<file path="src/hdl/saf_pkg.sv">
// ----------------------------------------------------------------------------
// saf_pkg
// Widths, codes and controller interface types of the alpha factor block.
// ----------------------------------------------------------------------------
`default_nettype none

package saf_pkg;

  localparam int WORD_WIDTH  = 32;
  localparam int FRAC_BITS   = 16;
  localparam int CFG_WIDTH   = 31;
  localparam int MODE_WIDTH  = 2;
  localparam int IDX_WIDTH   = 1;
  localparam int FLAG_WIDTH  = 2;
  localparam int SUM_WIDTH   = 48;
  localparam int MSQ_WIDTH   = 64;
  localparam int OPD_WIDTH   = 48;
  localparam int CHUNK_WIDTH = 16;
  localparam int CHUNK_COUNT = OPD_WIDTH / CHUNK_WIDTH;
  localparam int PROD_WIDTH  = 2 * OPD_WIDTH;
  localparam int DVD_WIDTH   = CFG_WIDTH + FRAC_BITS;

  localparam int IN_DATA_WIDTH = 128;
  localparam int GX_LSB        = 0;
  localparam int GY_LSB        = GX_LSB + WORD_WIDTH;
  localparam int VOL_LSB       = GY_LSB + WORD_WIDTH;
  localparam int DENS_LSB      = VOL_LSB + CFG_WIDTH;

  localparam logic [CFG_WIDTH-1:0] MASS_RESET  = 31'd65536;
  localparam logic [CFG_WIDTH-1:0] TDENS_RESET = 31'd65536000;

  typedef enum logic [MODE_WIDTH-1:0] {
    MODE_FLUID = 2'd0,
    MODE_SOLID = 2'd1,
    MODE_EMPTY = 2'd2
  } mode_t;

  typedef enum logic [IDX_WIDTH-1:0] {
    REG_MASS  = 1'b0,
    REG_TDENS = 1'b1
  } reg_index_t;

  typedef enum logic [3:0] {
    ST_IDLE,
    ST_MX,
    ST_MY,
    ST_SQX,
    ST_SQY,
    ST_VD,
    ST_VX,
    ST_VY,
    ST_FX,
    ST_FY,
    ST_DIV,
    ST_OUT
  } ctrl_state_t;

  typedef enum logic [3:0] {
    OP_NONE,
    OP_MX,
    OP_MY,
    OP_SQX,
    OP_SQY,
    OP_VD,
    OP_VX,
    OP_VY,
    OP_FX,
    OP_FY
  } mul_op_t;

  typedef struct packed {
    logic    load_item;
    logic    mul_start;
    logic    mul_wb;
    mul_op_t op;
    logic    div_start;
    logic    out_write;
  } dp_cmd_t;

  typedef struct packed {
    logic mul_done;
    logic div_done;
    logic out_free;
    logic last;
  } dp_status_t;

endpackage

`default_nettype wire

</file>
<file path="src/hdl/saf_mul.sv">
// ----------------------------------------------------------------------------
// saf_mul
// Unsigned 48x48 multiplier, one 16-bit chunk of b per cycle, result scaled
// down by the fraction bits and saturated to 64 bits.
// ----------------------------------------------------------------------------
`default_nettype none

module saf_mul (
  input  logic                          clk,
  input  logic                          rst,
  input  logic                          start,
  input  logic [saf_pkg::OPD_WIDTH-1:0] a,
  input  logic [saf_pkg::OPD_WIDTH-1:0] b,
  output logic                          done,
  output logic [saf_pkg::MSQ_WIDTH-1:0] result
);
  import saf_pkg::*;

  localparam int CNT_WIDTH = $clog2(CHUNK_COUNT);
  localparam int PART_WIDTH = OPD_WIDTH + CHUNK_WIDTH;

  logic                   busy;
  logic [CNT_WIDTH-1:0]   cnt;
  logic [OPD_WIDTH-1:0]   a_r;
  logic [OPD_WIDTH-1:0]   b_r;
  logic [PROD_WIDTH-1:0]  acc;
  logic [CHUNK_WIDTH-1:0] chunk;
  logic [PART_WIDTH-1:0]  partial;
  logic [PROD_WIDTH-1:0]  acc_next;

  assign chunk    = b_r[cnt*CHUNK_WIDTH +: CHUNK_WIDTH];
  assign partial  = PART_WIDTH'(a_r) * PART_WIDTH'(chunk);
  assign acc_next = {acc[PROD_WIDTH-CHUNK_WIDTH-1:0], {CHUNK_WIDTH{1'b0}}}
                  + PROD_WIDTH'(partial);

  always_ff @(posedge clk) begin
    if (rst) begin
      busy <= 1'b0;
      done <= 1'b0;
      cnt  <= '0;
    end else if (start) begin
      busy <= 1'b1;
      done <= 1'b0;
      cnt  <= CNT_WIDTH'(CHUNK_COUNT - 1);
    end else if (busy) begin
      if (cnt == '0) begin
        busy <= 1'b0;
        done <= 1'b1;
      end else begin
        cnt <= cnt - 1'b1;
      end
    end else begin
      done <= 1'b0;
    end
  end

  always_ff @(posedge clk) begin
    if (start) begin
      a_r <= a;
      b_r <= b;
      acc <= '0;
    end else if (busy) begin
      acc <= acc_next;
    end
  end

  assign result = (|acc[PROD_WIDTH-1:MSQ_WIDTH+FRAC_BITS]) ? {MSQ_WIDTH{1'b1}}
                : acc[MSQ_WIDTH+FRAC_BITS-1:FRAC_BITS];

endmodule

`default_nettype wire

</file>
<file path="src/hdl/saf_div.sv">
// ----------------------------------------------------------------------------
// saf_div
// Restoring divider, one quotient bit per cycle, 47-bit dividend over a
// 64-bit divisor.
// ----------------------------------------------------------------------------
`default_nettype none

module saf_div (
  input  logic                          clk,
  input  logic                          rst,
  input  logic                          start,
  input  logic [saf_pkg::DVD_WIDTH-1:0] dividend,
  input  logic [saf_pkg::MSQ_WIDTH-1:0] divisor,
  output logic                          done,
  output logic [saf_pkg::DVD_WIDTH-1:0] quotient
);
  import saf_pkg::*;

  localparam int CNT_WIDTH = $clog2(DVD_WIDTH);

  logic                 busy;
  logic [CNT_WIDTH-1:0] cnt;
  logic [MSQ_WIDTH-1:0] rem;
  logic [MSQ_WIDTH-1:0] dsr;
  logic [DVD_WIDTH-1:0] dvd;
  logic [MSQ_WIDTH:0]   trial;
  logic [MSQ_WIDTH:0]   diff;
  logic                 ge;

  assign trial = {rem, dvd[DVD_WIDTH-1]};
  assign ge    = trial >= {1'b0, dsr};
  assign diff  = trial - {1'b0, dsr};

  always_ff @(posedge clk) begin
    if (rst) begin
      busy <= 1'b0;
      done <= 1'b0;
      cnt  <= '0;
    end else if (start) begin
      busy <= 1'b1;
      done <= 1'b0;
      cnt  <= CNT_WIDTH'(DVD_WIDTH - 1);
    end else if (busy) begin
      if (cnt == '0) begin
        busy <= 1'b0;
        done <= 1'b1;
      end else begin
        cnt <= cnt - 1'b1;
      end
    end else begin
      done <= 1'b0;
    end
  end

  always_ff @(posedge clk) begin
    if (start) begin
      rem      <= '0;
      dsr      <= divisor;
      dvd      <= dividend;
      quotient <= '0;
    end else if (busy) begin
      rem      <= ge ? diff[MSQ_WIDTH-1:0] : trial[MSQ_WIDTH-1:0];
      dvd      <= {dvd[DVD_WIDTH-2:0], 1'b0};
      quotient <= {quotient[DVD_WIDTH-2:0], ge};
    end
  end

endmodule

`default_nettype wire

</file>
<file path="src/hdl/saf_ctrl.sv">
// ----------------------------------------------------------------------------
// saf_ctrl
// Sequencer that walks one neighbor contribution, and on the last neighbor
// the final squares and division, through the shared datapath units.
// ----------------------------------------------------------------------------
`default_nettype none

module saf_ctrl (
  input  logic                           clk,
  input  logic                           rst,
  input  logic                           in_valid,
  input  logic [saf_pkg::MODE_WIDTH-1:0] in_mode,
  input  logic                           in_last,
  output logic                           in_ready,
  output saf_pkg::dp_cmd_t               cmd,
  input  saf_pkg::dp_status_t            status
);
  import saf_pkg::*;

  ctrl_state_t state;
  ctrl_state_t state_next;
  ctrl_state_t follow;
  mul_op_t     op;
  logic        issued;
  logic        issued_next;

  always_ff @(posedge clk) begin
    if (rst) begin
      state  <= ST_IDLE;
      issued <= 1'b0;
    end else begin
      state  <= state_next;
      issued <= issued_next;
    end
  end

  always_comb begin
    op     = OP_NONE;
    follow = ST_IDLE;
    case (state)
      ST_MX: begin
        op     = OP_MX;
        follow = ST_MY;
      end
      ST_MY: begin
        op     = OP_MY;
        follow = ST_SQX;
      end
      ST_SQX: begin
        op     = OP_SQX;
        follow = ST_SQY;
      end
      ST_SQY: begin
        op     = OP_SQY;
        follow = status.last ? ST_FX : ST_IDLE;
      end
      ST_VD: begin
        op     = OP_VD;
        follow = ST_VX;
      end
      ST_VX: begin
        op     = OP_VX;
        follow = ST_VY;
      end
      ST_VY: begin
        op     = OP_VY;
        follow = status.last ? ST_FX : ST_IDLE;
      end
      ST_FX: begin
        op     = OP_FX;
        follow = ST_FY;
      end
      ST_FY: begin
        op     = OP_FY;
        follow = ST_DIV;
      end
      default: begin
        op     = OP_NONE;
        follow = ST_IDLE;
      end
    endcase
  end

  always_comb begin
    state_next = state;
    issued_next = issued;
    in_ready = 1'b0;
    cmd = '0;
    cmd.op = op;
    case (state)
      ST_IDLE: begin
        in_ready = 1'b1;
        if (in_valid) begin
          cmd.load_item = 1'b1;
          case (mode_t'(in_mode))
            MODE_FLUID: state_next = ST_MX;
            MODE_SOLID: state_next = ST_VD;
            default:    state_next = in_last ? ST_FX : ST_IDLE;
          endcase
        end
      end
      ST_MX, ST_MY, ST_SQX, ST_SQY, ST_VD, ST_VX, ST_VY, ST_FX, ST_FY: begin
        if (!issued) begin
          cmd.mul_start = 1'b1;
          issued_next = 1'b1;
        end else if (status.mul_done) begin
          cmd.mul_wb = 1'b1;
          issued_next = 1'b0;
          state_next = follow;
        end
      end
      ST_DIV: begin
        if (!issued) begin
          cmd.div_start = 1'b1;
          issued_next = 1'b1;
        end else if (status.div_done) begin
          issued_next = 1'b0;
          state_next = ST_OUT;
        end
      end
      ST_OUT: begin
        if (status.out_free) begin
          cmd.out_write = 1'b1;
          state_next = ST_IDLE;
        end
      end
      default: begin
        state_next = ST_IDLE;
        issued_next = 1'b0;
      end
    endcase
  end

endmodule

`default_nettype wire

</file>
<file path="src/hdl/saf_dp.sv">
// ----------------------------------------------------------------------------
// saf_dp
// Datapath: configuration and item registers, vector and scalar sums, the
// shared multiplier, the divider and the output register.
// ----------------------------------------------------------------------------
`default_nettype none

module saf_dp (
  input  logic                           clk,
  input  logic                           rst,
  input  logic                           cfg_valid,
  input  logic [saf_pkg::IDX_WIDTH-1:0]  cfg_index,
  input  logic [saf_pkg::CFG_WIDTH-1:0]  cfg_data,
  input  logic [saf_pkg::WORD_WIDTH-1:0] grad_x,
  input  logic [saf_pkg::WORD_WIDTH-1:0] grad_y,
  input  logic [saf_pkg::CFG_WIDTH-1:0]  solid_volume,
  input  logic [saf_pkg::CFG_WIDTH-1:0]  particle_density,
  input  logic                           last_neighbor,
  input  saf_pkg::dp_cmd_t               cmd,
  output saf_pkg::dp_status_t            status,
  input  logic                           out_ready,
  output logic                           out_valid,
  output logic [saf_pkg::WORD_WIDTH-1:0] alpha,
  output logic                           denom_was_zero,
  output logic                           saturated
);
  import saf_pkg::*;

  localparam logic [SUM_WIDTH-1:0] NEG_LIMIT = {1'b1, {(SUM_WIDTH-1){1'b0}}};
  localparam logic [SUM_WIDTH-1:0] POS_LIMIT = {1'b0, {(SUM_WIDTH-1){1'b1}}};

  function automatic logic [SUM_WIDTH-1:0] clamp_mag(input logic neg,
                                                     input logic [MSQ_WIDTH-1:0] mag);
    logic [MSQ_WIDTH-1:0] lim;
    lim = neg ? MSQ_WIDTH'(NEG_LIMIT) : MSQ_WIDTH'(POS_LIMIT);
    return (mag > lim) ? lim[SUM_WIDTH-1:0] : mag[SUM_WIDTH-1:0];
  endfunction

  function automatic logic [SUM_WIDTH-1:0] add_term(input logic [SUM_WIDTH-1:0] s,
                                                    input logic neg,
                                                    input logic [MSQ_WIDTH-1:0] mag);
    logic [SUM_WIDTH-1:0] cm;
    logic [SUM_WIDTH-1:0] t;
    logic [SUM_WIDTH:0]   r;
    cm = clamp_mag(neg, mag);
    t  = neg ? (~cm + 1'b1) : cm;
    r  = {s[SUM_WIDTH-1], s} + {t[SUM_WIDTH-1], t};
    if (r[SUM_WIDTH] != r[SUM_WIDTH-1]) begin
      return r[SUM_WIDTH] ? NEG_LIMIT : POS_LIMIT;
    end
    return r[SUM_WIDTH-1:0];
  endfunction

  function automatic logic [MSQ_WIDTH-1:0] add_sat(input logic [MSQ_WIDTH-1:0] x,
                                                   input logic [MSQ_WIDTH-1:0] y);
    logic [MSQ_WIDTH:0] r;
    r = {1'b0, x} + {1'b0, y};
    return r[MSQ_WIDTH] ? {MSQ_WIDTH{1'b1}} : r[MSQ_WIDTH-1:0];
  endfunction

  logic [CFG_WIDTH-1:0]  mass;
  logic [CFG_WIDTH-1:0]  tdens;
  logic                  nx;
  logic                  ny;
  logic [WORD_WIDTH-1:0] gx_mag;
  logic [WORD_WIDTH-1:0] gy_mag;
  logic [CFG_WIDTH-1:0]  vol;
  logic [CFG_WIDTH-1:0]  dens;
  logic                  last;
  logic [SUM_WIDTH-1:0]  sum_x;
  logic [SUM_WIDTH-1:0]  sum_y;
  logic [MSQ_WIDTH-1:0]  msq;
  logic [SUM_WIDTH-1:0]  tmag_x;
  logic [SUM_WIDTH-1:0]  tmag_y;
  logic [SUM_WIDTH-1:0]  vd;
  logic [MSQ_WIDTH-1:0]  sq;
  logic [MSQ_WIDTH-1:0]  den;
  logic [SUM_WIDTH-1:0]  sx_abs;
  logic [SUM_WIDTH-1:0]  sy_abs;
  logic [OPD_WIDTH-1:0]  opd_a;
  logic [OPD_WIDTH-1:0]  opd_b;
  logic                  mul_done;
  logic [MSQ_WIDTH-1:0]  mul_res;
  logic                  div_done;
  logic [DVD_WIDTH-1:0]  quo;
  logic                  over;
  logic                  is_zero;

  always_ff @(posedge clk) begin
    if (rst) begin
      mass  <= MASS_RESET;
      tdens <= TDENS_RESET;
    end else if (cfg_valid) begin
      case (reg_index_t'(cfg_index))
        REG_MASS:  mass  <= cfg_data;
        REG_TDENS: tdens <= cfg_data;
        default:   mass  <= mass;
      endcase
    end
  end

  always_ff @(posedge clk) begin
    if (cmd.load_item) begin
      nx     <= grad_x[WORD_WIDTH-1];
      ny     <= grad_y[WORD_WIDTH-1];
      gx_mag <= grad_x[WORD_WIDTH-1] ? (~grad_x + 1'b1) : grad_x;
      gy_mag <= grad_y[WORD_WIDTH-1] ? (~grad_y + 1'b1) : grad_y;
      vol    <= solid_volume;
      dens   <= particle_density;
      last   <= last_neighbor;
    end
  end

  assign sx_abs = sum_x[SUM_WIDTH-1] ? (~sum_x + 1'b1) : sum_x;
  assign sy_abs = sum_y[SUM_WIDTH-1] ? (~sum_y + 1'b1) : sum_y;

  always_comb begin
    case (cmd.op)
      OP_MX: begin
        opd_a = OPD_WIDTH'(mass);
        opd_b = OPD_WIDTH'(gx_mag);
      end
      OP_MY: begin
        opd_a = OPD_WIDTH'(mass);
        opd_b = OPD_WIDTH'(gy_mag);
      end
      OP_SQX: begin
        opd_a = tmag_x;
        opd_b = tmag_x;
      end
      OP_SQY: begin
        opd_a = tmag_y;
        opd_b = tmag_y;
      end
      OP_VD: begin
        opd_a = OPD_WIDTH'(vol);
        opd_b = OPD_WIDTH'(tdens);
      end
      OP_VX: begin
        opd_a = vd;
        opd_b = OPD_WIDTH'(gx_mag);
      end
      OP_VY: begin
        opd_a = vd;
        opd_b = OPD_WIDTH'(gy_mag);
      end
      OP_FX: begin
        opd_a = sx_abs;
        opd_b = sx_abs;
      end
      OP_FY: begin
        opd_a = sy_abs;
        opd_b = sy_abs;
      end
      default: begin
        opd_a = '0;
        opd_b = '0;
      end
    endcase
  end

  saf_mul u_mul (
    .clk    (clk),
    .rst    (rst),
    .start  (cmd.mul_start),
    .a      (opd_a),
    .b      (opd_b),
    .done   (mul_done),
    .result (mul_res)
  );

  always_ff @(posedge clk) begin
    if (rst || cmd.out_write) begin
      sum_x <= '0;
      sum_y <= '0;
      msq   <= '0;
    end else if (cmd.mul_wb) begin
      case (cmd.op)
        OP_MX, OP_VX: sum_x <= add_term(sum_x, nx, mul_res);
        OP_MY, OP_VY: sum_y <= add_term(sum_y, ny, mul_res);
        OP_SQY:       msq   <= add_sat(msq, add_sat(sq, mul_res));
        default:      msq   <= msq;
      endcase
    end
  end

  always_ff @(posedge clk) begin
    if (cmd.mul_wb) begin
      case (cmd.op)
        OP_MX:         tmag_x <= clamp_mag(nx, mul_res);
        OP_MY:         tmag_y <= clamp_mag(ny, mul_res);
        OP_SQX, OP_FX: sq     <= mul_res;
        OP_VD:         vd     <= mul_res[SUM_WIDTH-1:0];
        OP_FY:         den    <= add_sat(add_sat(sq, mul_res), msq);
        default:       sq     <= sq;
      endcase
    end
  end

  saf_div u_div (
    .clk      (clk),
    .rst      (rst),
    .start    (cmd.div_start),
    .dividend ({dens, {FRAC_BITS{1'b0}}}),
    .divisor  (den),
    .done     (div_done),
    .quotient (quo)
  );

  assign is_zero = (den == '0);
  assign over    = |quo[DVD_WIDTH-1:WORD_WIDTH];

  always_ff @(posedge clk) begin
    if (rst) begin
      out_valid <= 1'b0;
    end else if (cmd.out_write) begin
      out_valid <= 1'b1;
    end else if (out_ready) begin
      out_valid <= 1'b0;
    end
  end

  always_ff @(posedge clk) begin
    if (cmd.out_write) begin
      denom_was_zero <= is_zero;
      saturated      <= !is_zero && over;
      if (is_zero) begin
        alpha <= '0;
      end else if (over) begin
        alpha <= {WORD_WIDTH{1'b1}};
      end else begin
        alpha <= quo[WORD_WIDTH-1:0];
      end
    end
  end

  assign status.mul_done = mul_done;
  assign status.div_done = div_done;
  assign status.out_free = !out_valid || out_ready;
  assign status.last     = last;

endmodule

`default_nettype wire

</file>
<file path="src/hdl/sph_alpha_factor.sv">
// ----------------------------------------------------------------------------
// sph_alpha_factor: per-particle DFSPH alpha factor in Q16.16.
// Per item: no product for a neighbor with no contribution, three for a solid
// and four for a fluid neighbor, each on the shared 48x48 multiplier that
// takes 16-bit chunks. A last item adds two squares and a 47-step divide.
// Reset clears the sums and output valid and restores the config registers.
// ----------------------------------------------------------------------------
`default_nettype none

module sph_alpha_factor (
  input  logic                              clk,
  input  logic                              rst,
  input  logic                              cfg_valid,
  output logic                              cfg_ready,
  input  logic [saf_pkg::IDX_WIDTH-1:0]     cfg_index,
  input  logic [saf_pkg::CFG_WIDTH-1:0]     cfg_data,
  input  logic                              s_tvalid,
  output logic                              s_tready,
  // grad_x, grad_y, solid_volume, particle_density, zero pad
  input  logic [saf_pkg::IN_DATA_WIDTH-1:0] s_tdata,
  // mode
  input  logic [saf_pkg::MODE_WIDTH-1:0]    s_tuser,
  input  logic                              s_tlast,
  output logic                              m_tvalid,
  input  logic                              m_tready,
  // alpha
  output logic [saf_pkg::WORD_WIDTH-1:0]    m_tdata,
  // denom_was_zero, saturated
  output logic [saf_pkg::FLAG_WIDTH-1:0]    m_tuser
);
  import saf_pkg::*;

  dp_cmd_t    cmd;
  dp_status_t status;
  logic       denom_was_zero;
  logic       saturated;

  assign cfg_ready = 1'b1;

  saf_ctrl u_ctrl (
    .clk      (clk),
    .rst      (rst),
    .in_valid (s_tvalid),
    .in_mode  (s_tuser),
    .in_last  (s_tlast),
    .in_ready (s_tready),
    .cmd      (cmd),
    .status   (status)
  );

  saf_dp u_dp (
    .clk              (clk),
    .rst              (rst),
    .cfg_valid        (cfg_valid),
    .cfg_index        (cfg_index),
    .cfg_data         (cfg_data),
    .grad_x           (s_tdata[GX_LSB +: WORD_WIDTH]),
    .grad_y           (s_tdata[GY_LSB +: WORD_WIDTH]),
    .solid_volume     (s_tdata[VOL_LSB +: CFG_WIDTH]),
    .particle_density (s_tdata[DENS_LSB +: CFG_WIDTH]),
    .last_neighbor    (s_tlast),
    .cmd              (cmd),
    .status           (status),
    .out_ready        (m_tready),
    .out_valid        (m_tvalid),
    .alpha            (m_tdata),
    .denom_was_zero   (denom_was_zero),
    .saturated        (saturated)
  );

  assign m_tuser = {saturated, denom_was_zero};

endmodule

`default_nettype wire

</file>
<file path="config.mk">
export PLATFORM = sky130hd
export DESIGN_NAME = sph_alpha_factor
export DESIGN_NICKNAME = d
export VERILOG_FILES = /design/src/hdl/saf_pkg.sv /design/src/hdl/saf_mul.sv /design/src/hdl/saf_div.sv /design/src/hdl/saf_ctrl.sv /design/src/hdl/saf_dp.sv /design/src/hdl/sph_alpha_factor.sv
export SDC_FILE = /design/constraint.sdc
export NUM_CORES = 2
export LEC_CHECK = 0
export BUFFER_PORTS_ARGS = -buffer_cell sky130_fd_sc_hd__buf_2
export CAP_MARGIN = 20
export CORE_ASPECT_RATIO = 1.75
export CORE_MARGIN = 2
export CORE_UTILIZATION = 60
export DETAILED_ROUTE_END_ITERATION = 7
export MAX_ROUTING_LAYER = met4
export PLACE_DENSITY = 0.77
export SETUP_SLACK_MARGIN = 0.02
export SYNTH_ARGS = -nofsm -noshare
export SYNTH_HDL_FRONTEND = slang
export SYNTH_SLANG_ARGS = --single-unit
</file>
<file path="constraint.sdc">
create_clock -name clk -period 28.5 [get_ports clk]
set_clock_uncertainty 0.2 [all_clocks]
set_input_delay 7.125 -clock clk [delete_from_list [all_inputs] [get_ports clk]]
set_output_delay 7.125 -clock clk [all_outputs]
set_load 0.01 [all_outputs]
</file>
Word-level counts from Yosys, hierarchy flattened
Cells that the tools add are included.
{"block": "word_totals", "reg_bits": 1073, "input_bits": 168, "wordCells": 217}
{"block": "op_classes", "eq_ne": 31, "n_reduce_logical": 42, "multipliers": 1, "shift": 1, "magnitude_cmp": 3, "n_addsub": 14, "muxes": 74, "bitwise": 11}
{"operator": "$mux 48", "n": 14}
{"operator": "$pmux 48 s7", "n": 2}
{"operator": "$mux 64", "n": 4}
{"operator": "$add 48x1->48 const B", "n": 4}
{"operator": "$not 48->48", "n": 4}
{"operator": "$add 64x64->65", "n": 2}
{"operator": "$gt 64x64->1", "n": 2}
{"operator": "$add 48x48->49", "n": 2}
{"operator": "$add 96x64->96", "n": 1}
{"operator": "$mux 47", "n": 2}
{"operator": "$ge 65x64->1", "n": 1}
{"operator": "$add 32x1->32 const B", "n": 2}
{"operator": "$logic_not 64->1", "n": 1}
{"operator": "$mul 48x16->64", "n": 1}
{"operator": "$not 32->32", "n": 2}
{"operator": "$sub 64x64->64", "n": 1}
{"operator": "$mux 31", "n": 2}
{"operator": "$shiftx 48x7->16", "n": 1}
{"operator": "$pmux 4 s9", "n": 1}
{"operator": "$eq 4x3->1 const B", "n": 8}
{"operator": "$mux 32", "n": 1}
{"operator": "$mux 4", "n": 8}
{"operator": "$pmux 4 s8", "n": 1}
{"operator": "$mux 1", "n": 29}
{"operator": "other kinds (29)", "n": 81}

Depth between registers and ports, before layout
{"block": "logic_depth", "depth_word": 14, "mapped_depth": 43, "depth_no_buf": 33}

Modules after synthesis
A second synthesis with hierarchy kept.
{"block": "hier_totals", "cells_unflattened": 10466, "hier_area_um2": 93459.6}
{"module": "saf_dp", "area_per_inst_um2": 46000.4, "cells_per_inst": 5185, "seq_area_each_um2": 17526.8, "instances": 1}
{"module": "saf_mul", "area_per_inst_um2": 33903.8, "cells_per_inst": 3834, "seq_area_each_um2": 4884.7, "instances": 1}
{"module": "saf_div", "area_per_inst_um2": 13028.7, "cells_per_inst": 1376, "seq_area_each_um2": 5715.5, "instances": 1}
{"module": "saf_ctrl", "area_per_inst_um2": 500.5, "cells_per_inst": 67, "seq_area_each_um2": 100.1, "instances": 1}
{"module": "sph_alpha_factor", "area_per_inst_um2": 26.3, "cells_per_inst": 4, "seq_area_each_um2": 0.0, "instances": 1}

Worst setup path before layout
No wires, ideal clock.
{"block": "synth_path", "path_kind": "in2reg", "from": "in s_tvalid", "to": "reg u_dp.dens[0] (enable)", "stages": 1, "required_ns": 27.796, "arrival_time_ns": 10.080, "path_slack_ns": 17.716, "cell_sequence": "and2_1"}
{"block": "synth_between", "elab_chain_cells": 2}
{"item": "start, declared", "line": "sph_alpha_factor.sv:17", "text": "input logic s_tvalid,"}
{"item": "$mux 1", "line": "saf_ctrl.sv:93", "text": "if (in_valid) begin"}
{"item": "$mux 1", "line": "saf_ctrl.sv:90", "text": "case (state)"}
{"item": "end signal, assigned", "line": "saf_dp.sv:109", "text": "dens <= particle_density;"}
{"item": "end, declared", "line": "saf_dp.sv:68", "text": "logic [CFG_WIDTH-1:0] dens;"}
Every way passes these cells.
A chain may end at the register's enable or synchronous reset.

Final worst setup path
{"block": "layout_path", "from": "reg u_dp.u_mul.acc[90]", "to": "reg u_dp.sum_x[8]"}
{"block": "layout_between", "elab_chain_cells": 14, "word_cells_on_any_way": 16}
{"item": "start, declared", "line": "saf_mul.sv:26", "text": "logic [PROD_WIDTH-1:0] acc;"}
{"item": "start signal, assigned", "line": "saf_mul.sv:63", "text": "acc <= acc_next;"}
{"item": "$reduce_or 16->1 *", "line": "saf_mul.sv:67", "text": "assign result = (|acc[PROD_WIDTH-1:MSQ_WIDTH+FRAC_BITS]) ? {MSQ_WIDTH{1'b1}}"}
{"item": "$mux 64 *", "line": "saf_mul.sv:67"}
{"item": "named net u_dp.mul_res[47]", "line": "saf_dp.sv:83", "text": "logic [MSQ_WIDTH-1:0] mul_res;"}
{"item": "$gt 64x64->1", "line": "saf_dp.sv:36", "text": "return (mag > lim) ? lim[SUM_WIDTH-1:0] : mag[SUM_WIDTH-1:0];"}
{"item": "$mux 48 *", "line": "saf_dp.sv:36"}
{"item": "$not 48->48", "line": "saf_dp.sv:46", "text": "t = neg ? (~cm + 1'b1) : cm;"}
{"item": "$add 48x1->48", "line": "saf_dp.sv:46"}
{"item": "$mux 48 *", "line": "saf_dp.sv:46"}
{"item": "$add 48x48->49 *", "line": "saf_dp.sv:47", "text": "r = {s[SUM_WIDTH-1], s} + {t[SUM_WIDTH-1], t};"}
{"item": "$ne 1x1->1", "line": "saf_dp.sv:48", "text": "if (r[SUM_WIDTH] != r[SUM_WIDTH-1]) begin"}
{"item": "$mux 1", "line": "saf_dp.sv:48"}
{"item": "$mux 1", "line": "saf_dp.sv:178", "text": "case (cmd.op)"}
{"item": "$mux 1", "line": "saf_dp.sv:177", "text": "end else if (cmd.mul_wb) begin"}
{"item": "$mux 1", "line": "saf_dp.sv:173", "text": "if (rst || cmd.out_write) begin"}
{"item": "$mux 48 *", "line": "saf_dp.sv:51", "text": "return r[SUM_WIDTH-1:0];"}
{"item": "end signal, assigned", "line": "saf_dp.sv:179", "text": "OP_MX, OP_VX: sum_x <= add_term(sum_x, nx, mul_res);"}
{"item": "end, declared", "line": "saf_dp.sv:70", "text": "logic [SUM_WIDTH-1:0] sum_x;"}
Mark *: on every way through the listed nets, which the timed path passes. The rest lies on a longest branch. The select of a mux whose other input is x is not followed.

==> impl_metrics.ini <==
[clocking]
cts_tree = yes
post_cts_buffers = 0
cts_made_buffers = 104
clk_latency_ps = 770
cts.sink_count = 1073
cts-root-buf = clkbuf_16
path_clk_slew_ps = 70
hold_buffers = 0
clock_path_buffers = 3
htreeDepth = 3
cts_resized = 0

[finish]
final-seq-area_mm2 = 0.0278
multi_input_area_mm2 = 0.0579
drive_gt1_share_pct = 7.17
nets = 11500
layout_common_cells = 1498 x nand2_1, 954 x inv_1, 777 x a21oi_1
area_growth_pct = 7.71
final_common_cell = nand2_1
num-fill-cells = 12400

[synth]
synth_fp_nets = 11600
synth_top_family_by_area = adder cells
synth_adder_area_share_pct = 23.2
synth-compound-area-share_pct = 17.6
synth_edf_count = 626
yosysUniqueCellTypes = 89
synthFlopType = edfxtp_1
synth-xor-area-share_pct = 4.80
synth_top_area_cell = edfxtp_1
synth_mux_area_share_pct = 1.75
synth-simple-area-share_pct = 15.9
ys_top_cells_by_area = edfxtp_1 21%, fa_1 15%, dfxtp_1 9.8%
async_flop_share_pct = 0
syn-mean-instance-area_um2 = 8.91
synth_top_area_share_pct = 20.6
postSynthCellCount = 10200
ys_ff_latch = 1073
syn_area_mm2 = 0.0911
synth-seq-area-share_pct = 30.5
ys_warn_count = 0

[grt]
grt_use_total_pct = 44.8
grt_start_max_net_pins = 125
antenna_found_initial = 35
grt_pass1_wl_um = 502000
grt_pass1_vias = 80900
globalRouteOverflowTotal = 0

[sta]
layout_min_cycle_time_ps = 13730
worst_pin_slew_ps = 1620
rsz0062_at_grt = no
fin_setup_tns_ps = 0
finalCritPeriodShare_pct = 48.2
hold_viol_final = 0
fmax_ghz = 0.0728
setup_violations = 0
drv_slew = 1
slew-limit-headroom_pct = -7.88

[setup_path]
critPathKind = flip-flop to flip-flop
arrival_ps = 14220
crit_path_max_incr_delay_ps = 1230
worstPathRequired_ps = 28980
critPathMaxFanout = 42
cp-end-kind = flip-flop
cp-start-kind = flip-flop
crit_slowest_cell = a32oi_1

[floorplan]
rows = 189
die_area_mm2 = 0.155
fp.dieW_um = 299
coreArea_mm2 = 0.151
die_h_um = 519
start_util_pct = 60.3
ios = 205

[status]
status = finished, violations left
failed_checks = DRC, slew limit

[routing]
drt_iter0_drc = 7850
routed_wl_um = 340000
route.detailed.drc = 5
antenna_left = 0
wire_per_inst_um = 27.7
viasPerCell = 6.55
dr.pass1.iters = 8
vias = 80400

[min_path]
hp-class = flip-flop to flip-flop

[placed_design]
io_buffer_count = 201
gp_congestion = 1.08
post-dp-hpwl_um = 259000

[run]
cap_violations = 0
[routing by layer]
metal  vias to the layer above  global-route usage [%]  part of all wire, %
met5                         -                       -                    0
met4                         0                    44.7                   13
met3                      1718                    8.64                  7.8
met2                      4351                    73.5                   48
met1                     38900                    43.3                   31
li1                      35400                       -                    -
[cell usage after synthesis (156+ instances only)]
library cell	instances
edfxtp_1	626
ha_1	546
xor2_1	174
and2_1	234
nand2_1	1499
clkbuf_1	521
xnor2_1	325
dfxtp_1	447
fa_1	695
a21oi_1	779
o21ai_0	640
mux2i_1	156
nor2_1	520
inv_1	954
a21o_1	226
[flip-flops by register name (all words and copies together) (netlist names), 47 cells and up]
name / cells
u_dp.den: 64
u_dp.u_div.quotient: 47
u_dp.sum_x: 48
u_dp.u_mul.a_r: 48
u_dp.u_div.rem: 64
u_dp.sum_y: 48
u_dp.u_div.dsr: 64
u_dp.vd: 48
u_dp.u_mul.acc: 96
u_dp.msq: 64
u_dp.sq: 64
u_dp.u_mul.b_r: 48
u_dp.tmag_y: 48
u_dp.tmag_x: 48
[through the flow]
step | hold slack [ps] | worst slack (ps) | cells | cell area, µm² | utilization (%)
after detailed placement | 234 | 15690 | 12000 | 94100 | 62.3
after CTS | 247 | 15640 | 12200 | 97900 | 64.8
final | 249 | 14770 | 12300 | 98100 | 64.9
after global placement | 229 | 15770 | 12000 | 94000 | 62.2
after global routing | 254 | 14330 | 12300 | 98100 | 64.9
after floorplan | 225 | 17720 | 10200 | 91100 | -
[final cells by class]
type | instances | area share (%)
Clock buffer | 130 | 2.96
Multi-Input combinational cell | 7615 | 59.0
Sequential cell | 1073 | 28.3
Tap cell | 2005 | 2.56
Clock inverter | 68 | 0.866
Inverter | 960 | 3.68
Antenna cell | 33 | 0.0842
Timing Repair Buffer | 386 | 2.53
[critical path: cells and delay by family, from the launching register on]
family                     cells  cell delay [ps]
muxes                          1              860
adders and majority gates      3             1530
and+or+nand+nor               17             5190
buffers and inverters          3             1400
DFF                            1              320
AOI/OAI and AO/OA              8             4070
[cells by family after synthesis]
group                      count (synthesis)
other                                      1
adders and majority gates               1281
AOI/OAI and AO/OA                       2537
buffers and inverters                   1538
DFF                                     1073
xor gates and xnor gates                 499
and+or+nand+nor                         3138
muxes                                    159
[worst paths after layout]
kind	startpoint	endpoint	slack [ps]	cells after the start
setup / recovery	u_dp.u_mul.acc[90]$_SDFFE_PP0P_	u_dp.sum_x[8]$_SDFFE_PP0P_	14770	32
hold / removal	u_dp.den[1]$_DFFE_PP_	u_dp.u_div.dsr[1]$_DFFE_PP_	250	0
setup reg to reg	u_dp.u_mul.acc[90]$_SDFFE_PP0P_	u_dp.sum_x[8]$_SDFFE_PP0P_	14770	32
hold reg to reg	u_dp.den[1]$_DFFE_PP_	u_dp.u_div.dsr[1]$_DFFE_PP_	250	0
Power is left out: the tool's default activity adds up to more than one toggle a clock period on the data nets, which glitch-free logic cannot reach.
